===== src/irpwd_pkg.sv =====
// ----------------------------------------------------------------------------
// irpwd_pkg: shared types and constants of the IR pulse-width decoder
// Queue item layout, operation codes, register indexes and reset values.
// ----------------------------------------------------------------------------
package irpwd_pkg;

	localparam int TIME_W    = 32;
	localparam int THR_W     = 16;
	localparam int GAP_W     = 20;
	localparam int CFG_W     = 20;
	localparam int CFG_IDX_W = 2;
	// pin_level plus timestamp, padded to whole bytes
	localparam int IN_DATA_W = 40;

	// What the front end decided an accepted transfer is.
	typedef enum logic [1:0] {
		OP_RISE = 2'd0,
		OP_FALL = 2'd1,
		OP_READ = 2'd2
	} op_t;

	typedef enum logic [CFG_IDX_W-1:0] {
		REG_ONE_THR     = 2'd0,
		REG_ZERO_THR    = 2'd1,
		REG_START_THR   = 2'd2,
		REG_GAP_TIMEOUT = 2'd3
	} reg_idx_t;

	localparam logic [THR_W-1:0] ONE_THR_RST   = 16'd1500;
	localparam logic [THR_W-1:0] ZERO_THR_RST  = 16'd450;
	localparam logic [THR_W-1:0] START_THR_RST = 16'd4000;
	localparam logic [GAP_W-1:0] GAP_RST       = 20'd100000;

	typedef struct packed {
		op_t               op;
		logic [TIME_W-1:0] edge_time;
	} item_t;

	// Head of the queue as seen by the back end.
	typedef struct packed {
		logic  valid;
		item_t item;
	} head_t;

endpackage


===== src/irpwd_front.sv =====
// ----------------------------------------------------------------------------
// irpwd_front: input stage and item queue
// Classifies each accepted transfer and holds it in a two-entry queue.
// ----------------------------------------------------------------------------
module irpwd_front (
	input  logic                             clk,
	input  logic                             arst_n,
	input  logic                             s_tvalid,
	output logic                             s_tready,
	input  logic [irpwd_pkg::IN_DATA_W-1:0]  s_tdata,
	input  logic [0:0]                       s_tuser,
	output irpwd_pkg::head_t                 head,
	input  logic                             pop
);

	irpwd_pkg::item_t slot_q [2];
	logic             wr_ptr_q;
	logic             rd_ptr_q;
	logic [1:0]       fill_q;
	logic             push;
	irpwd_pkg::item_t new_item;

	assign s_tready = (fill_q != 2'd2);
	assign push     = s_tvalid && s_tready;

	always_comb begin
		if (s_tuser[0]) begin
			new_item.op = irpwd_pkg::OP_READ;
		end else if (s_tdata[0]) begin
			new_item.op = irpwd_pkg::OP_RISE;
		end else begin
			new_item.op = irpwd_pkg::OP_FALL;
		end
		new_item.edge_time = s_tdata[irpwd_pkg::TIME_W:1];
	end

	assign head.valid = (fill_q != 2'd0);
	assign head.item  = slot_q[rd_ptr_q];

	always_ff @(posedge clk or negedge arst_n) begin
		if (!arst_n) begin
			wr_ptr_q <= 1'b0;
			rd_ptr_q <= 1'b0;
			fill_q   <= 2'd0;
		end else begin
			if (push) begin
				wr_ptr_q <= ~wr_ptr_q;
			end
			if (pop) begin
				rd_ptr_q <= ~rd_ptr_q;
			end
			if (push && !pop) begin
				fill_q <= fill_q + 2'd1;
			end else if (pop && !push) begin
				fill_q <= fill_q - 2'd1;
			end
		end
	end

	always_ff @(posedge clk) begin
		if (push) begin
			slot_q[wr_ptr_q] <= new_item;
		end
	end

endmodule


===== src/irpwd_core.sv =====
// ----------------------------------------------------------------------------
// irpwd_core: frame decoder and result register
// Executes one queued item per cycle against the frame state; a read waits while the result register is full.
// ----------------------------------------------------------------------------
module irpwd_core #(
	parameter int FRAME_PULSES = 32,
	parameter int KEPT_BITS    = 15
) (
	input  logic                             clk,
	input  logic                             arst_n,
	input  logic                             cfg_we,
	input  logic [irpwd_pkg::CFG_IDX_W-1:0]  cfg_addr,
	input  logic [irpwd_pkg::CFG_W-1:0]      cfg_wdata,
	input  irpwd_pkg::head_t                 head,
	output logic                             pop,
	input  logic                             m_tready,
	output logic                             m_tvalid,
	output logic [KEPT_BITS-1:0]             key_code,
	output logic                             code_valid
);

	localparam int CNT_W = $clog2(FRAME_PULSES + 1);
	localparam logic [CNT_W-1:0] PREFIX_CNT = CNT_W'(FRAME_PULSES - KEPT_BITS);
	localparam logic [CNT_W-1:0] FRAME_CNT  = CNT_W'(FRAME_PULSES);

	logic [irpwd_pkg::THR_W-1:0]  one_thr_q, zero_thr_q, start_thr_q;
	logic [irpwd_pkg::GAP_W-1:0]  gap_q;

	logic                         ready_q, ready_d;
	logic                         in_frame_q, in_frame_d;
	logic [CNT_W-1:0]             cnt_q, cnt_d;
	logic [irpwd_pkg::TIME_W-1:0] last_q, last_d;
	logic [KEPT_BITS-1:0]         accum_q, accum_d;
	logic [KEPT_BITS-1:0]         weight_q, weight_d;

	logic                         m_tvalid_q;
	logic [KEPT_BITS-1:0]         key_q;
	logic                         valid_bit_q;

	logic                         out_free;
	logic                         is_read;
	logic                         level;
	logic [irpwd_pkg::TIME_W-1:0] t;
	logic [irpwd_pkg::TIME_W-1:0] len;

	assign out_free = !m_tvalid_q || m_tready;
	assign is_read  = (head.item.op == irpwd_pkg::OP_READ);
	assign level    = (head.item.op == irpwd_pkg::OP_RISE);
	assign t        = head.item.edge_time;
	assign len      = t - last_q;
	// Edges never wait on the output; a read needs a free result register.
	assign pop      = head.valid && (!is_read || out_free);

	always_comb begin
		ready_d    = ready_q;
		in_frame_d = in_frame_q;
		cnt_d      = cnt_q;
		last_d     = last_q;
		accum_d    = accum_q;
		weight_d   = weight_q;
		if (pop && is_read) begin
			if (ready_q) begin
				ready_d = 1'b0;
				cnt_d   = '0;
			end
		end else if (pop && !ready_q) begin
			if (!in_frame_q) begin
				if (!(cnt_q == '0 && level)) begin
					in_frame_d = 1'b1;
				end
				last_d = t;
			end else if (last_q > t) begin
				cnt_d  = '0;
				last_d = t;
			end else if (len > irpwd_pkg::TIME_W'(gap_q)) begin
				in_frame_d = 1'b0;
				cnt_d      = '0;
				last_d     = t;
			end else if (level) begin
				last_d = t;
			end else begin
				last_d = t;
				if (len < irpwd_pkg::TIME_W'(start_thr_q)) begin
					if (cnt_q < PREFIX_CNT) begin
						weight_d = KEPT_BITS'(1);
						accum_d  = '0;
						cnt_d    = cnt_q + CNT_W'(1);
					end else if (len <= irpwd_pkg::TIME_W'(zero_thr_q)) begin
						in_frame_d = 1'b0;
						cnt_d      = '0;
					end else begin
						if (len > irpwd_pkg::TIME_W'(one_thr_q)) begin
							accum_d = accum_q | weight_q;
						end
						weight_d = weight_q << 1;
						cnt_d    = cnt_q + CNT_W'(1);
					end
				end
				if (cnt_d >= FRAME_CNT) begin
					ready_d    = 1'b1;
					in_frame_d = 1'b0;
					cnt_d      = '0;
				end
			end
		end
	end

	always_ff @(posedge clk or negedge arst_n) begin
		if (!arst_n) begin
			one_thr_q   <= irpwd_pkg::ONE_THR_RST;
			zero_thr_q  <= irpwd_pkg::ZERO_THR_RST;
			start_thr_q <= irpwd_pkg::START_THR_RST;
			gap_q       <= irpwd_pkg::GAP_RST;
			ready_q     <= 1'b0;
			in_frame_q  <= 1'b0;
			cnt_q       <= '0;
			last_q      <= '0;
			accum_q     <= '0;
			m_tvalid_q  <= 1'b0;
		end else begin
			if (cfg_we) begin
				unique case (cfg_addr)
					irpwd_pkg::REG_ONE_THR:     one_thr_q   <= cfg_wdata[irpwd_pkg::THR_W-1:0];
					irpwd_pkg::REG_ZERO_THR:    zero_thr_q  <= cfg_wdata[irpwd_pkg::THR_W-1:0];
					irpwd_pkg::REG_START_THR:   start_thr_q <= cfg_wdata[irpwd_pkg::THR_W-1:0];
					irpwd_pkg::REG_GAP_TIMEOUT: gap_q       <= cfg_wdata;
				endcase
			end
			ready_q    <= ready_d;
			in_frame_q <= in_frame_d;
			cnt_q      <= cnt_d;
			last_q     <= last_d;
			accum_q    <= accum_d;
			if (pop && is_read) begin
				m_tvalid_q <= 1'b1;
			end else if (m_tready) begin
				m_tvalid_q <= 1'b0;
			end
		end
	end

	// Bit weight has no reset: every frame sets it before the kept pulses.
	always_ff @(posedge clk) begin
		weight_q <= weight_d;
		if (pop && is_read) begin
			key_q       <= ready_q ? accum_q : '0;
			valid_bit_q <= ready_q;
		end
	end

	assign m_tvalid   = m_tvalid_q;
	assign key_code   = key_q;
	assign code_valid = valid_bit_q;

endmodule


===== src/ir_pulse_width_decoder.sv =====
// ----------------------------------------------------------------------------
// ir_pulse_width_decoder: pulse-width decoder for remote-control frames
// Decodes edge timestamps into a code that is held until read.
// ----------------------------------------------------------------------------
// Read path: an accepted read transfer is first written into the queue; the
// decoder then pops it and loads the result register, which raises m_tvalid.
// Throughput: one transfer per cycle while the queue has room; the decoder
// retires each item as it pops it, and only a read waits, for a free result
// register, so a stalled read lets the queue fill and s_tready drop.
// Reset: arst_n clears the queue, the result valid and all frame state but
// the bit weight; it loads the threshold defaults at once, no clearing pass.
module ir_pulse_width_decoder #(
	parameter int FRAME_PULSES = 32,
	parameter int KEPT_BITS    = 15,
	localparam int OUT_W       = ((KEPT_BITS + 7) / 8) * 8
) (
	input  logic                             clk,
	input  logic                             arst_n,
	// Input stream. s_tdata from bit 0: pin_level, edge_time_us[31:0], zero pad.
	input  logic                             s_tvalid,
	output logic                             s_tready,
	input  logic [irpwd_pkg::IN_DATA_W-1:0]  s_tdata,
	// s_tuser from bit 0: cmd (0 pin edge, 1 read request).
	input  logic [0:0]                       s_tuser,
	// Result stream. m_tdata from bit 0: key_code, zero pad.
	output logic                             m_tvalid,
	input  logic                             m_tready,
	output logic [OUT_W-1:0]                 m_tdata,
	// m_tuser from bit 0: code_valid.
	output logic [0:0]                       m_tuser,
	// Register write port: index 0 one threshold, 1 zero threshold,
	// 2 start threshold, 3 gap timeout.
	input  logic                             cfg_we,
	input  logic [irpwd_pkg::CFG_IDX_W-1:0]  cfg_addr,
	input  logic [irpwd_pkg::CFG_W-1:0]      cfg_wdata
);

	irpwd_pkg::head_t     head;
	logic                 pop;
	logic [KEPT_BITS-1:0] key_code;
	logic                 code_valid;

	// The front end turns each transfer into a rising edge, a falling edge or
	// a read, and queues it; while a result stalls, edges keep flowing but a read waits.
	irpwd_front u_front (
		.clk      (clk),
		.arst_n   (arst_n),
		.s_tvalid (s_tvalid),
		.s_tready (s_tready),
		.s_tdata  (s_tdata),
		.s_tuser  (s_tuser),
		.head     (head),
		.pop      (pop)
	);

	// The back end measures pulses, builds the code and answers reads.
	irpwd_core #(
		.FRAME_PULSES (FRAME_PULSES),
		.KEPT_BITS    (KEPT_BITS)
	) u_core (
		.clk        (clk),
		.arst_n     (arst_n),
		.cfg_we     (cfg_we),
		.cfg_addr   (cfg_addr),
		.cfg_wdata  (cfg_wdata),
		.head       (head),
		.pop        (pop),
		.m_tready   (m_tready),
		.m_tvalid   (m_tvalid),
		.key_code   (key_code),
		.code_valid (code_valid)
	);

	assign m_tdata    = OUT_W'(key_code);
	assign m_tuser[0] = code_valid;

endmodule


===== config.mk =====
export PLATFORM = sky130hd
export DESIGN_NAME = ir_pulse_width_decoder
export DESIGN_NICKNAME = d
export VERILOG_FILES = /design/src/irpwd_pkg.sv /design/src/irpwd_front.sv /design/src/irpwd_core.sv /design/src/ir_pulse_width_decoder.sv
export SDC_FILE = /design/constraint.sdc
export NUM_CORES = 1
export LEC_CHECK = 0
export BUFFER_PORTS_ARGS = -buffer_cell sky130_fd_sc_hd__clkbuf_2
export CORE_MARGIN = 2
export CORE_UTILIZATION = 34
export CTS_CLUSTER_SIZE = 20
export DETAILED_ROUTE_END_ITERATION = 10
export PLACE_DENSITY = 0.59
export SLEW_MARGIN = 20
export SYNTH_ARGS = -nofsm -noshare
export SYNTH_HDL_FRONTEND = slang
export SYNTH_SLANG_ARGS = --single-unit

===== constraint.sdc =====
create_clock -name clk -period 7.75 [get_ports clk]
set_clock_uncertainty 0.1 [all_clocks]
set_input_delay 0.3875 -clock clk [delete_from_list [all_inputs] [get_ports clk]]
set_output_delay 0.3875 -clock clk [all_outputs]
set_load 0.01 [all_outputs]

Yosys cells after proc, flatten, opt, wreduce, memory -nomap -nowiden
Memory sizes are Yosys's and may differ from the RTL's.
Cells that the tools add are included.
Word-level totals
  flip-flop bits (word level): 159
  bits in latches: 0
  memory bits (writable): 68
  memory bits (read-only): 0
  output and inout bits: 19
  memories kept: 1
Memory list
  u_front.slot_q: words 2, width 34, rd ports 1, clocked after memory_dff 0, write ports 1, RTL line irpwd_front.sv:16  | irpwd_pkg::item_t slot_q [2];
Operators by class
  add/subtract/negate cells: 4
  $mul: 0
  div/mod/pow operators: 0
  order comparisons: 7
  eq/ne operators: 11
  shift operators: 0
  mux-type cells: 45
  bitwise gates (word level): 7
  reduce and logical (&&, ||, !) cells: 33
Operators with widths (number)
  $mux 6: 17
  $mux 15: 4
  $gt 32x16->1: 1
  $gt 32x20->1: 1
  $gt 32x32->1: 1
  $le 32x16->1: 1
  $lt 32x16->1: 1
  $sub 32x32->32: 1
  $mux 1: 21
  $or 15x15->15: 1
  $reduce_bool 2->1: 7
  $reduce_and 2->1: 5
  $reduce_and 9->1: 1
  $ne 2x2->1 const B: 4
  $reduce_and 8->1: 1
  $logic_and 1x1->1: 7
  $add 6x1->6 const B: 1
  $eq 2x2->1 const B: 3
  $ge 6x6->1 const B: 1
  $logic_not 6->1: 1
  $lt 6x5->1 const B: 1
  $mux 2: 3
  $not 1->1: 6
  $reduce_and 6->1: 1
  other kinds (9): 16

Depth between registers and ports, before layout
Gate-level depths: netlist of the first run.
An unclocked memory read counts as a cell.
  depth after elaboration: 20
  gate-level depth with buffers: 24
  mapped depth without buffers: 21

Hierarchy
From an unflattened synthesis of the first run, not the netlist that was laid out.
Unflattened totals
  cell total of the unflattened synthesis: 1135
  area, all modules: 12670.9 µm²
By module, submodules not included
  irpwd_core: instances 1, cells an instance 1008, area each 9857.0 µm², seq. area each 4062.6 µm²
  irpwd_front: instances 1, cells an instance 125, area each 2802.7 µm², seq. area each 2142.1 µm²
  ir_pulse_width_decoder: instances 1, cells an instance 2, area each 11.3 µm², seq. area each 0.0 µm²

Least setup slack after synthesis of the first run
OpenSTA, ideal clock, no wires.
  kind: flip-flop to flip-flop
  start: register u_front.rd_ptr_q
  end: register u_core.accum_q[10]
  setup time: 121 ps
  arrival time: 5571 ps
  data required time: 7529 ps
  slack: 1958 ps
  stages on the path, launching flop included: 23
  path buffers: 4
  cell sequence: dfrtp_1 clkbuf_1 clkbuf_1 mux2_2 ha_1 a21o_1 a21oi_1 a21oi_1 o31ai_4 o21ai_1 xor2_1 ha_1 a21o_1 a21o_1 a21oi_1 nand2_1 a311oi_1 o21ai_0 or4_1 or4_1 clkbuf_1 buf_2 a22o_1
RTL lines
  start, declared: RTL line irpwd_front.sv:18  | logic rd_ptr_q;
  start signal, assigned: RTL line irpwd_front.sv:50  | rd_ptr_q <= ~rd_ptr_q;
  end signal, assigned: RTL line irpwd_core.sv:133  | accum_q <= accum_d;
  end, declared: RTL line irpwd_core.sv:33  | logic [KEPT_BITS-1:0] accum_q, accum_d;

==> run_results.csv, run 1 <==
group,metric,value,unit
min_path,hold_class,"in2reg",
finish,layout_common_cells,"114 x inv_1, 105 x dfrtp_1, 104 x ha_1",
clock_tree,cts_tree,"done",
setup_path,crit_type,"reg2reg",
logic_synthesis,yosys.area.top_type_share,23.69,%
sta,maxSlewHeadroom,28.05,%
job,drv_cap,0,
routing,vias,8820,
sta,drv_slew,0,
logic_synthesis,synth_fp_nets,1326,
logic_synthesis,syn-cell-area,0.01255,sq mm
routing,viasPerCell,4.986,
run_status,status,"completed",
logic_synthesis,synth_seq_cells,227,
finish,nFillCells,3523,
setup_path,endpoint,"u_core.accum_q[11]",
finish,diodes,0,
clock_tree,clockBufferDepth,3,
logic_synthesis,synth_cells,1153,
logic_synthesis,synth_area_leaders,"edfxtp_1 24%, dfrtp_1 21%, ha_1 10%",
setup_path,critical_path_arrival,7.16,ns
routing,first_iter_violations,481,
sta,min_period,6.830,ns
setup_path,r2r_cells,19,
die,boundaryPins,87,
clock_tree,cts_resized,0,
finish,fin_nets,1452,
global_routing,antenna_found_initial,0,
setup_path,slowest_delay,0.77,ns
sta,hold_viol_final,0,
global_routing,grt_pass1_wl,46.43,mm
logic_synthesis,synth_seq_area_share,49.44,%
global_routing,grtUsageTotal,14.80,%
sta,clock.fmax,0.1464,GHz
setup_path,crit_chain,"buf_4, mux2_2, ha_1, a21oi_2, o21ai_2, or3_1, o31ai_4, o21ai_1, xor2_1, ha_1, a21o_1, a21o_1, a21oi_1, nand2_1, a311oi_1, o21ai_0, or4_1, or4_1, a22o_1",
setup_path,cp-start-kind,"register",
setup_path,required,8.08,ns
logic_synthesis,ys_types,77,
setup_path,slowest_stage,"dfrtp_1",
routing,wl,27.75,mm
sta,rsz0062_at_grt,"no",
sta,setup-violations-final,0,
setup_path,critPathMaxFanout,15,
placement,port_buffers,78,
logic_synthesis,synth_warnings,0,
die,dieArea,0.03847,sq mm
logic_synthesis,async_reset_ff_share,56.39,%
placement,place_congestion,0.8390,
logic_synthesis,synth_top_area_cell,"edfxtp_1",
die,die_h,196.1,um
global_routing,grt_pass1_vias,9021,
logic_synthesis,synth-edff-count,99,
routing,ant_nets,0,
setup_path,r2r-end,"u_core.accum_q[11]",
logic_synthesis,synthFlopType,"dfrtp_1",
setup_path,rrSetupSlack,0.92,ns
die,fp-row-count,70,
placement,dp_hpwl,20.40,mm
finish,syn2layout_area_growth,18.69,%
die,core_area,0.03652,sq mm
setup_path,endpoint_kind,"register",
finish,final_common_cell,"inv_1",
clock_tree,cts_made_buffers,28,
clock_tree,cts_setup_buffers,0,
setup_path,startpoint,"u_front.rd_ptr_q",
sta,fin_tns_setup,0,ns
routing,routedWlPerCell,15.69,um
global_routing,grt_max_degree,84,
placement,placed_area,0.01344,sq mm
sta,timing.final.crit_share,88.13,%
die,initial_core_util,34.36,%
routing,first_pass_iters,5,
finish,design_area,0.01490,sq mm
finish,layout-drive-gt1-share,20.22,%
finish,ff_latch_area,0.006205,sq mm
die,die_w,196.1,um
sta,worst_pin_slew,1.076,ns
clock_tree,path_clk_slew,0.06,ns
clock_tree,root_buffer,"clkbuf_16",
global_routing,grt-ovfl-total,0,
clock_tree,h-tree-depth,1,
clock_tree,clkLatencyLatePin,0.56,ns
clock_tree,cts.sinks,227,
logic_synthesis,avgSynthCellArea,10.89,sq um
setup_path,r2r-start,"u_front.rd_ptr_q",
routing,drc,0,
finish,multi_input_area,0.005758,sq mm
[cells in the mapped netlist (23+ instances only)]
master,number
a21oi_1,54
inv_1,114
clkbuf_1,24
and2_1,33
mux2_2,83
nor2_1,47
edfxtp_1,99
a21o_1,25
ha_1,104
o21ai_0,87
nand4_1,24
dfstp_2,23
dfrtp_1,105
nand2_1,87
[layer usage]
| layer | routed length, um | GRT usage (%) | vias up |
|---|---|---|---|
| met1 | 13320 | 20.06 | 4241 |
| li1 | - | - | 4408 |
| met4 | 674 | 3.563 | 0 |
| met5 | 0 | 0 | - |
| met3 | 906 | 2.407 | 43 |
| met2 | 12850 | 24.79 | 128 |
[critical path, delay by kind of cell, from the launching register on]
family / cells / cell delay [ns]
fa+ha+maj: 2 / 0.71
simple gates: 4 / 1.78
xor+xnor: 1 / 0.24
buf+inv: 1 / 0.30
flops: 1 / 0.77
mux: 1 / 0.37
compound gates: 10 / 2.43
[repair_timing]
action / in CTS / in global routing
endpoints found under the setup margin: 0 / 0
endpoints found under the hold margin: 122 / 0
hold buffers: 49 / 0
[through the flow]
step | setup WS, ns | instances | utilization (%) | hold slack (ns)
2_1_floorplan | 1.958 | 1153 | - | -0.008091
3_3_place_gp | 0.9661 | 1668 | 36.79 | 0.3470
3_5_place_dp | 0.9214 | 1668 | 36.79 | 0.3510
4_1_cts | 0.8209 | 1769 | 40.78 | 0.002163
5_1_grt | 0.4029 | 1769 | 40.79 | 0.008286
6_report | 0.9200 | 1769 | 40.79 | 0.02425
[cell type report]
type / instances / share of cell area (%)
clock buffer: 35 / 5.157
clock inverter: 17 / 1.327
inverter: 114 / 2.872
multi-input combinational: 772 / 38.65
sequential: 227 / 41.65
tap: 468 / 3.931
timing repair buffer: 136 / 6.409
[worst min-delay path by stage]
stage / startpoint / end / slack [ns] / cells after the start
after floorplan: arst_n / u_core.accum_q[0] / -0.008 / 0
after global placement: arst_n / u_core.start_thr_q[3] / 0.35 / 1
after detailed placement: arst_n / u_core.start_thr_q[3] / 0.35 / 1
after CTS: cfg_wdata[18] / u_core.gap_q[18] / 0.002 / 2
after global routing: cfg_wdata[6] / u_core.one_thr_q[6] / 0.008 / 3
final: cfg_wdata[6] / u_core.one_thr_q[6] / 0.02 / 3
[registers in the layout, indices dropped and copies added, names as in the netlist, 2 cells and up]
register	flops
u_front.slot_q	68
u_front.fill_q	2
u_core.weight_q	15
u_core.last_q	32
u_core.accum_q	15
u_core.key_code	15
u_core.start_thr_q	16
u_core.zero_thr_q	16
u_core.one_thr_q	16
u_core.cnt_q	6
u_core.gap_q	20
[cell families (layout without fill, tap and decap cells)]
family | Yosys count | after routing | synth area share (%)
and+or+nand+nor | 279 | 279 | 11.46
AOI/OAI and AO/OA | 272 | 272 | 14.01
DFF | 227 | 227 | 49.44
buffers and inverters | 154 | 302 | 4.825
adders and majority gates | 105 | 105 | 10.53
muxes | 86 | 86 | 7.686
xor gates and xnor gates | 29 | 29 | 2.024
other | 1 | 1 | 0.02988
Power of run 1 is left out: the tool's default activity adds up to more than one toggle a clock period on the data nets, which glitch-free logic cannot reach.
==> run 2, diff against run 1 <==
CORE_ASPECT_RATIO = 0.5   (was default)
==> run 2 against run 1 <==
Effect of this change: sequential share of layout area up 0.86 points; cell count about the same; maximum frequency grew 0.33%; highest routed layer unchanged; the flow now finishes with violations (DRC); via count is 1.0% higher; core utilization shrank 0.44 points; clock-buffer cell count is 2 lower; critical endpoint is now u_core.accum_q[1]; global-route usage up 0.37 points; worst hold slack worse by 0.0053 ns; setup slack improved by 0.022 ns; critical path type unchanged.
==> run_results.csv, run 2 (synthesized netlist as in run 1, its figures left out) <==
group,metric,value,unit
global_routing,gr-usage-met3,2.364,%
global_routing,grt-ovfl-total,0,
finish,multi_input_area,0.005758,sq mm
finish,ff_latch_area,0.006205,sq mm
sta,setup-violations-final,0,
clock_tree,clkLatencyLatePin,0.54,ns
finish,regMostFlops,"u_front.slot_q",
clock_tree,clockBufferDepth,3,
finish,layout_common_cells,"114 x inv_1, 105 x dfrtp_1, 104 x ha_1",
placement,port_buffers,78,
finish,syn2layout_area_growth,16.29,%
sta,clock.fmax,0.1469,GHz
sta,rsz0062_at_grt,"no",
sta,drv_slew,0,
sta,maxSlewHeadroom,30.16,%
routing,vias,8911,
clock_tree,cts_setup_buffers,0,
finish,diodes,0,
clock_tree,h-tree-depth,1,
sta,timing.final.crit_share,87.84,%
setup_path,crit_type,"reg2reg",
routing,routedWlPerCell,16.30,um
clock_tree,cts.sinks,227,
finish,reg.largest.list,"u_front.slot_q (68), u_core.last_q (32), u_core.gap_q (20)",
routing,viasPerCell,5.034,
finish,fin_nets,1442,
global_routing,grt_util_met2,24.65,%
sta,fin_tns_setup,0,ns
global_routing,antenna_found_initial,0,
setup_path,cp-start-kind,"register",
global_routing,grt_max_degree,70,
clock_tree,path_clk_slew,0.07,ns
global_routing,grt_pass1_wl,47.18,mm
finish,final_common_cell,"inv_1",
global_routing,grt_pass1_vias,8935,
die,core_area,0.03617,sq mm
routing,drc,1,
routing,first_pass_iters,8,
setup_path,endpoint_kind,"register",
setup_path,critPathMaxFanout,22,
clock_tree,cts_tree,"done",
clock_tree,cts_made_buffers,23,
global_routing,use_met1,21.61,%
job,drv_cap,0,
run_status,violations,"DRC",
clock_tree,root_buffer,"clkbuf_16",
routing,first_iter_violations,602,
die,die_w,275.7,um
finish,layout-drive-gt1-share,19.44,%
routing,wl,28.86,mm
finish,largest_reg_flops,68,
die,die_h,139.9,um
setup_path,required,8.07,ns
setup_path,r2r_cells,17,
die,dieArea,0.03856,sq mm
run_status,status,"finished with violations",
global_routing,top_usage_layer,"met2",
placement,place_congestion,0.8754,
finish,nFillCells,3459,
sta,hold_viol_final,0,
die,initial_core_util,34.70,%
min_path,hold_class,"in2reg",
die,fp-row-count,49,
sta,min_period,6.808,ns
die,boundaryPins,87,
global_routing,grtUsageTotal,15.17,%
placement,dp_hpwl,20.80,mm
setup_path,critical_path_arrival,7.13,ns
min_path,whs_path_depth,2,
routing,ant_nets,0,
sta,worst_pin_slew,1.044,ns
## run 2: cell types whose count changed in the layout (fill, tap and decap cells not counted), sizes merged
cell	change
clkbuf	-2
clkinvlp	-5
clkinv	-1
dlygate4sd3	-5
bufinv	-4
inv	+2
## run 2: what timing repair did
item | 4_1_cts | 5_1_grt
resized for setup | 0 | 0
hold buffers | 44 | 0
endpoints found under the hold margin | 129 | 0
## run 2: final timing paths
path                                 endpoint  slack (ns)                start
max in group asynchronous    u_front.wr_ptr_q        5.70               arst_n
max                         u_core.accum_q[1]        0.94     u_front.rd_ptr_q
max reg2reg                 u_core.accum_q[1]        0.94     u_front.rd_ptr_q
min                          u_core.gap_q[17]        0.02        cfg_wdata[17]
min in group asynchronous   u_core.last_q[19]        0.45               arst_n
min reg2reg                u_core.accum_q[14]        0.38  u_core.weight_q[14]
## run 2: per-layer routing
metal  share of wire (%)  vias to the layer above
met5                   0                        -
met3                 3.7                       33
met1                  49                     4338
met4                 1.6                        0
li1                    -                     4383
met2                  46                      157
## run 2: through the flow
stage	cells	hold WS, ns	utilization (%)	cell area (sq um)	setup slack, ns
after floorplan	1153	-0.008091	-	12550	1.958
after global placement	1683	0.3557	37.18	13450	1.120
after detailed placement	1683	0.3635	37.18	13450	0.9362
after CTS	1769	0.007573	40.29	14580	0.9267
after global routing	1770	0.01513	40.35	14600	0.5346
final	1770	0.01897	40.35	14600	0.9422
## run 2: layout make-up
| cell class | count | area share, % |
|---|---|---|
| clock buffers | 33 | 4.338 |
| clock inverters | 9 | 0.3601 |
| inverters | 114 | 2.932 |
| multi-input cells | 772 | 39.45 |
| flip-flops and latches | 227 | 42.51 |
| well taps | 484 | 4.149 |
| repair buffers | 131 | 6.258 |
## run 2: critical path: stages (launching register included)
cell      delay (ns)
dfrtp_1         0.77
buf_4           0.42
mux2_2          0.40
ha_1            0.53
nand2_1         0.15
a211oi_1        0.39
nor2_1          0.12
xnor2_1         0.53
ha_1            0.37
and3_1          0.20
o21ai_0         0.08
o21a_1          0.18
nand2_1         0.07
a311oi_1        0.32
o21ai_0         0.28
or4_1           0.65
or4_1           0.74
a22o_1          0.35
Power of run 2 is left out for the same reason.
